==> src/sv/fixed_point_notch_biquad_unit_macros.svh <==
// Assertion macros shared by the notch biquad RTL.
`ifndef FIXED_POINT_NOTCH_BIQUAD_UNIT_MACROS_SVH
`define FIXED_POINT_NOTCH_BIQUAD_UNIT_MACROS_SVH

// The consequent holds in the same cycle as the antecedent.
`define FNB_ASSERT_SAME(label, clk, rst, ante, cons) \
  label: assert property (@(posedge clk) disable iff (rst) (ante) |-> (cons)) \
    else $error("fnb assertion failed");

// The consequent holds in the cycle after the antecedent.
`define FNB_ASSERT_NEXT(label, clk, rst, ante, cons) \
  label: assert property (@(posedge clk) disable iff (rst) (ante) |=> (cons)) \
    else $error("fnb assertion failed");

`endif

==> src/sv/fnb_pkg.sv <==
// Types and constants of the notch biquad.
package fnb_pkg;

  localparam int SAMPLE_W  = 16;
  localparam int COEF_W    = 16;
  localparam int CFG_IDX_W = 3;

  typedef logic signed [SAMPLE_W-1:0] sample_t;
  typedef logic signed [COEF_W-1:0]   coef_t;
  typedef logic [CFG_IDX_W-1:0]       cfg_idx_t;

  typedef enum logic [CFG_IDX_W-1:0] {
    REG_FEED_COEF_0 = 3'd0,
    REG_FEED_COEF_1 = 3'd1,
    REG_FEED_COEF_2 = 3'd2,
    REG_BACK_COEF_1 = 3'd3,
    REG_BACK_COEF_2 = 3'd4
  } cfg_reg_t;

  localparam sample_t SAMPLE_MAX = 16'sd32767;
  localparam sample_t SAMPLE_MIN = -16'sd32768;

  localparam coef_t FEED_COEF_0_RESET = 16'sd16384;

endpackage

==> src/sv/fnb_ifs.sv <==
// Handshake interfaces for the sample and configuration channels.
interface fnb_in_if;
  logic             valid;
  logic             ready;
  fnb_pkg::sample_t sample_in;
  modport source (output valid, output sample_in, input ready);
  modport sink (input valid, input sample_in, output ready);
endinterface

interface fnb_out_if;
  logic             valid;
  logic             ready;
  fnb_pkg::sample_t sample_out;
  modport source (output valid, output sample_out, input ready);
  modport sink (input valid, input sample_out, output ready);
endinterface

interface fnb_cfg_if;
  logic              valid;
  logic              ready;
  fnb_pkg::cfg_idx_t index;
  fnb_pkg::coef_t    data;
  modport source (output valid, output index, output data, input ready);
  modport sink (input valid, input index, input data, output ready);
endinterface

==> src/sv/fixed_point_notch_biquad_unit.sv <==
// Direct Form I notch biquad on signed 16-bit samples, Q14 coefficients.
//
// Channels: raw carries one sample_in per beat, filtered returns one
// sample_out per accepted sample in the same order, cfg writes one of the
// five coefficient registers per beat (index 0 to 4, other indexes ignored).
// The cfg channel is always ready; write it only while the filter is idle.
//
// Timing: an accepted sample is registered in the input register, then filtered
// into the output register once that is empty or filtered is ready, and shown
// on filtered from then on. Throughput: one sample per cycle while filtered is
// ready. The feedback path from the past outputs through two parallel 16 by 16
// multipliers, the five-term sum and the saturation back into the history
// registers sets the clock period.
//
// Reset: feed_coef_0 becomes 16384 (unity gain), the other coefficients and
// the four history registers become zero and both stages empty.
// Stall: a result held on filtered stays stable; one more sample is taken
// into the input register, after which raw drops ready until filtered moves.
module fixed_point_notch_biquad_unit #(
  parameter int COEF_FRAC_BITS = 14
) (
  input logic       clk,
  input logic       rst,
  fnb_in_if.sink    raw,
  fnb_out_if.source filtered,
  fnb_cfg_if.sink   cfg
);
  import fnb_pkg::*;

  `include "fixed_point_notch_biquad_unit_macros.svh"

  localparam int PROD_W = 2 * SAMPLE_W;
  localparam int ACC_W  = PROD_W - COEF_FRAC_BITS + 3;
  localparam logic signed [ACC_W-1:0] SAT_HI = ACC_W'(32767);
  localparam logic signed [ACC_W-1:0] SAT_LO = -ACC_W'(32768);

  coef_t   feed_coef_0, feed_coef_1, feed_coef_2, back_coef_1, back_coef_2;
  sample_t past_in_1, past_in_2, past_out_1, past_out_2;

  logic    in_valid;
  sample_t in_sample;
  logic    out_valid;
  sample_t out_sample;

  logic advance;
  logic raw_accept;

  logic signed [PROD_W-1:0] prod_0, prod_1, prod_2, prod_3, prod_4;
  logic signed [ACC_W-1:0]  acc;
  sample_t                  result_next;

  assign advance    = in_valid && (!out_valid || filtered.ready);
  assign raw.ready  = !in_valid || advance;
  assign raw_accept = raw.valid && raw.ready;
  assign cfg.ready  = 1'b1;

  assign filtered.valid      = out_valid;
  assign filtered.sample_out = out_sample;

  always_comb begin
    prod_0 = PROD_W'(feed_coef_0) * PROD_W'(in_sample);
    prod_1 = PROD_W'(feed_coef_1) * PROD_W'(past_in_1);
    prod_2 = PROD_W'(feed_coef_2) * PROD_W'(past_in_2);
    prod_3 = PROD_W'(back_coef_1) * PROD_W'(past_out_1);
    prod_4 = PROD_W'(back_coef_2) * PROD_W'(past_out_2);
    acc = ACC_W'(prod_0 >>> COEF_FRAC_BITS) + ACC_W'(prod_1 >>> COEF_FRAC_BITS)
        + ACC_W'(prod_2 >>> COEF_FRAC_BITS) - ACC_W'(prod_3 >>> COEF_FRAC_BITS)
        - ACC_W'(prod_4 >>> COEF_FRAC_BITS);
    if (acc > SAT_HI) begin
      result_next = SAMPLE_MAX;
    end else if (acc < SAT_LO) begin
      result_next = SAMPLE_MIN;
    end else begin
      result_next = acc[SAMPLE_W-1:0];
    end
  end

  always_ff @(posedge clk) begin
    if (rst) begin
      feed_coef_0 <= FEED_COEF_0_RESET;
      feed_coef_1 <= '0;
      feed_coef_2 <= '0;
      back_coef_1 <= '0;
      back_coef_2 <= '0;
    end else if (cfg.valid) begin
      case (cfg.index)
        REG_FEED_COEF_0: feed_coef_0 <= cfg.data;
        REG_FEED_COEF_1: feed_coef_1 <= cfg.data;
        REG_FEED_COEF_2: feed_coef_2 <= cfg.data;
        REG_BACK_COEF_1: back_coef_1 <= cfg.data;
        REG_BACK_COEF_2: back_coef_2 <= cfg.data;
        default: ;
      endcase
    end
  end

  always_ff @(posedge clk) begin
    if (rst) begin
      in_valid   <= 1'b0;
      out_valid  <= 1'b0;
      past_in_1  <= '0;
      past_in_2  <= '0;
      past_out_1 <= '0;
      past_out_2 <= '0;
    end else begin
      if (raw.ready) begin
        in_valid <= raw.valid;
      end
      if (advance) begin
        out_valid  <= 1'b1;
        past_in_1  <= in_sample;
        past_in_2  <= past_in_1;
        past_out_1 <= result_next;
        past_out_2 <= past_out_1;
      end else if (filtered.ready) begin
        out_valid <= 1'b0;
      end
    end
  end

  always_ff @(posedge clk) begin
    if (raw_accept) begin
      in_sample <= raw.sample_in;
    end
    if (advance) begin
      out_sample <= result_next;
    end
  end

  `FNB_ASSERT_SAME(a_stall_blocks_input, clk, rst, in_valid && out_valid && !filtered.ready, !raw.ready)
  `FNB_ASSERT_NEXT(a_accept_fills_input, clk, rst, raw_accept, in_valid)
  `FNB_ASSERT_NEXT(a_advance_shows_result, clk, rst, advance, out_valid && out_sample == past_out_1)
  `FNB_ASSERT_NEXT(a_history_shifts, clk, rst, advance, past_in_1 == $past(in_sample) && past_in_2 == $past(past_in_1))

endmodule
==> src/flat_wrapper.sv <==
// flat-port wrapper written by rule: the top's interface ports become plain ports
module fixed_point_notch_biquad_unit_flat import fnb_pkg::*;
#(
  parameter int COEF_FRAC_BITS = 14
)
  (clk, rst, raw_valid, raw_sample_in, raw_ready, filtered_valid, filtered_sample_out, filtered_ready, cfg_valid, cfg_index, cfg_data, cfg_ready);
  fnb_in_if raw_i ();
  fnb_out_if filtered_i ();
  fnb_cfg_if cfg_i ();
  input logic clk;
  input logic rst;
  input wire logic [$bits(raw_i.valid)-1:0] raw_valid;
  input wire logic [$bits(raw_i.sample_in)-1:0] raw_sample_in;
  output wire logic [$bits(raw_i.ready)-1:0] raw_ready;
  output wire logic [$bits(filtered_i.valid)-1:0] filtered_valid;
  output wire logic [$bits(filtered_i.sample_out)-1:0] filtered_sample_out;
  input wire logic [$bits(filtered_i.ready)-1:0] filtered_ready;
  input wire logic [$bits(cfg_i.valid)-1:0] cfg_valid;
  input wire logic [$bits(cfg_i.index)-1:0] cfg_index;
  input wire logic [$bits(cfg_i.data)-1:0] cfg_data;
  output wire logic [$bits(cfg_i.ready)-1:0] cfg_ready;
  assign raw_i.valid = raw_valid;
  assign raw_i.sample_in = raw_sample_in;
  assign raw_ready = raw_i.ready;
  assign filtered_valid = filtered_i.valid;
  assign filtered_sample_out = filtered_i.sample_out;
  assign filtered_i.ready = filtered_ready;
  assign cfg_i.valid = cfg_valid;
  assign cfg_i.index = cfg_index;
  assign cfg_i.data = cfg_data;
  assign cfg_ready = cfg_i.ready;
  fixed_point_notch_biquad_unit #(.COEF_FRAC_BITS(COEF_FRAC_BITS)) u_core (.clk(clk), .rst(rst), .raw(raw_i), .filtered(filtered_i), .cfg(cfg_i));
endmodule
==> config.mk <==
export PLATFORM = sky130hd
export DESIGN_NAME = fixed_point_notch_biquad_unit_flat
export DESIGN_NICKNAME = d
export VERILOG_FILES = /design/src/sv/fnb_pkg.sv /design/src/sv/fnb_ifs.sv /design/src/sv/fixed_point_notch_biquad_unit.sv /design/src/flat_wrapper.sv
export VERILOG_INCLUDE_DIRS = /design/src /design/src/sv
export SDC_FILE = /design/constraint.sdc
export NUM_CORES = 2
export LEC_CHECK = 0
export BUFFER_PORTS_ARGS = -buffer_cell sky130_fd_sc_hd__buf_4
export CORE_UTILIZATION = 60
export CTS_CLUSTER_SIZE = 20
export DETAILED_ROUTE_END_ITERATION = 10
export GPL_ROUTABILITY_DRIVEN = 0
export GPL_TIMING_DRIVEN = 0
export PLACE_DENSITY = 0.76
export SLEW_MARGIN = 20
export SYNTH_ARGS = -nofsm -noshare
export SYNTH_HDL_FRONTEND = slang
export SYNTH_SLANG_ARGS = --single-unit
==> constraint.sdc <==
create_clock -name clk -period 12.58 [get_ports clk]
set_input_delay 0 -clock clk [delete_from_list [all_inputs] [get_ports clk]]
set_output_delay 0 -clock clk [all_outputs]
set_load 0.01 [all_outputs]
==> results.md <==
- Main area contributors after synthesis: fa_1, inv_1, ha_1
- Post-synthesis to final-layout area growth: 5.70%
- Met2 Usage GRT: 0.530
- CP max stage delay: 590 ps
- Fin Hold WS: 201 ps
- Top-area cell type share of the netlist area: 0.484
- Area occupied by multi-input gates: 45200 sq um
- Share of cells above drive strength 1: 0.0359
- Post-Syn Area per Cell: 9.14 sq um
- Mapped cell area: 55600 sq um
- Hpwl dp: 127000 um
- Register area: 3900 sq um
- Final count of negative-setup-slack endpoints: 0
- Power share of the combinational group: 0.808
- Worst skew pair latency: 520 ps
- Number of global-route vias before repair: 44800
- Synthesis Warnings: 0
- Compound-gate portion of the synthesized area: 0.0489
- Slowest CP cell: fa_1
- Post-Syn Instances: 6084
- Async SR Flop Fraction: 0
- Worst EP required: 12860 ps
- Total power: 7.93 mW
- Fin. max-slew vios: 0
- Max rail drop VDD: 0.000410 V
- Fin crit share: 0.974
- H-Tree Depth: 4
- Nets: 8012
- Met1 usage: 0.445
- Chip width: 306 um
- Crit start category: flop
- Slew HR: 0.184
- Clock skew: 23.4 ps
- Largest family of logic cells by synthesized area: adder cells
- Routed len/inst: 20.4 um
- Core ar.: 91800 sq um
- Row count: 111
- Simple-gate share of the synthesized area: 0.155
- GRT busiest layer: met2
- Sequential group share of total power: 0.116
- Antenna-violating nets left: 0
- Initial Util: 0.606
- Port Buffers: 56
- Post-synth EDFFs: 32
- Max-cap violations: 0
- Root Driver: clkbuf_16
- Hold Path Class: input port to flop
- Net count after synthesis: 7901
- Grt met3 use: 0.0932
- DR vias/cell: 5.56
- CTS tree: built
- Die Span Y: 306 um
- Drt first pass iters: 9
- Most numerous cell in the Yosys netlist: inv_1
- Post-synth top cells: inv_1, fa_1, nand2_1
- NetSw: 4.35 mW
- Number of synthesized register bits: 178
- Die area: 93900 sq um
- Post-Layout Inst Area: 58800 sq um
- First DRT Iteration DRCs: 3497
- Worst-path clk slew: 90 ps
- Initial antenna violation count: 0
- Synth cell types: 81
- DR vias: 41500
- Int Power: 3.58 mW
- Slew @ Worst Pin: 1220 ps
- CP arrival: 12520 ps
- First-pass GRT wire length: 244000 um
- Sequential area share after synthesis: 0.0698
- Setup TNS: 0 ps
- Status: finished clean
- Prevailing post-synth register cell: dfxtp_1
- Final WL: 152000 um
- Final Hold Fails: 0
- Critical Path End Type: flop
- Multiplexer share of the synthesized area: 0.000360
- TritonCTS Sinks: 178
- Fill count: 7460
- Post-Synth XOR/XNOR Area: 0.0255
- Finished Core Util: 0.640
- Io pins: 59
- Maximum clock rate: 81.6 MHz
- Leakage: 28.1 nW
- Dpl cell area: 57600 sq um
- Worst path most repeated cell: fa_1
- Grt total ovfl: 0
- CP Class: flop to flop
- Final worst path period need: 12250 ps
- Sw Share: 0.549
- Largest net degree at the start of global routing: 26
- Clk buf depth: 2
- Clock power frac: 0.076
- Critical path fanouts, max: 10
- Adder-Cell Fraction of Synth Area: 0.581
- Pwr/cell area: 135 nW/um^2
- CTS Buf Count: 17
- Synth area leader: fa_1
- DR DRC count: 0
- Gr usage total: 0.341
[stage by stage]
step                setup slack (ps)  std cells
finish                           332       7452
detailed placement              -183       7383
CTS                             5.96       7453
global placement               -8.49       7383
floorplan                       1680       6084
global route                   -9.04       7451
[sequential cells by signal, summed over array words and instances (netlist names)]
| name | count |
|---|---|
| u_core.filtered.valid | 1 |
| u_core.filtered.sample_out | 16 |
| u_core.feed_coef_2 | 16 |
| u_core.in_sample | 16 |
| u_core.in_valid | 1 |
| u_core.past_out_1 | 16 |
| u_core.back_coef_1 | 16 |
| u_core.past_out_2 | 16 |
| u_core.back_coef_2 | 16 |
| u_core.past_in_1 | 16 |
| u_core.past_in_2 | 16 |
| u_core.feed_coef_0 | 16 |
| u_core.feed_coef_1 | 16 |
[power groups by stage]
stage                     registers [mW]  logic [mW]  clock network (mW)
after global routing               0.919        6.91               0.626
final                              0.917        6.40               0.605
after global placement             0.915        5.85                   0
after CTS                          0.901        6.05               0.608
after floorplan                    0.849        4.49                   0
after detailed placement           0.912        5.97                   0
[worst paths after layout]
kind                                        startpoint                             to  slack [ps]  cells after the start
worst min register to register         u_core.in_valid          u_core.filtered.valid         540                      2
worst max register to register  u_core.feed_coef_0[11]  u_core.filtered.sample_out[0]         330                     40
worst min-delay path                      cfg_index[2]          u_core.back_coef_2[2]         200                      4
worst max-delay path            u_core.feed_coef_0[11]  u_core.filtered.sample_out[0]         330                     40
[cells by family (layout without fill, tap and decap cells)]
family                   after synthesis  count (layout)
AND/OR/NAND/NOR                     1805            1805
adder cells (fa/ha/maj)             1777            1777
buffers and inverters               1751            1875
AO/OA/AOI/OAI                        409             409
flip-flops                           178             178
XOR/XNOR                             161             161
multiplexers                           2               2
other                                  1               2
[cells in the final DEF, fill, tap and decap left out, types with 72 or more instances in the layout]
cell type	count
nand2b_1	72
ha_1	433
xnor2_1	112
inv_1	1510
nand2_1	943
clkbuf_1	173
fa_1	1344
nor2_1	116
dfxtp_1	130
a21oi_1	204
and2_1	546
[area by class of cell]
cell class,instances,share of cell area
diodes,1,0.0000426
plain buffers,229,0.0166
flip-flops and latches,178,0.0664
clock inverters,15,0.00394
well taps,1243,0.0265
clock buffers,17,0.00724
inverters,1511,0.0965
repair buffers,103,0.0148
multi-input cells,4155,0.768
[metal layers]
| layer | wire length (um) | up-vias |
|---|---|---|
| li1 | - | 18000 |
| met1 | 57300 | 21000 |
| met2 | 69600 | 2022 |
| met3 | 17200 | 473 |
| met4 | 8160 | 0 |
| met5 | 0 | - |
[critical path, delay by kind of cell, from the launching register on]
family | cells | cell delay [ps]
XOR/XNOR | 3 | 630
AO/OA/AOI/OAI | 16 | 3700
adder cells (fa/ha/maj) | 12 | 5570
buffers and inverters | 5 | 930
flip-flops | 1 | 560
AND/OR/NAND/NOR | 4 | 610
[repair_timing]
action	CTS	global route
resized for setup	4	122
endpoints found under the hold margin	98	0
endpoints found under the setup margin	25	30
hold buffers	38	0
buffers inserted	0	9
pin swaps	0	3
(Power assumes the default switching activity.)
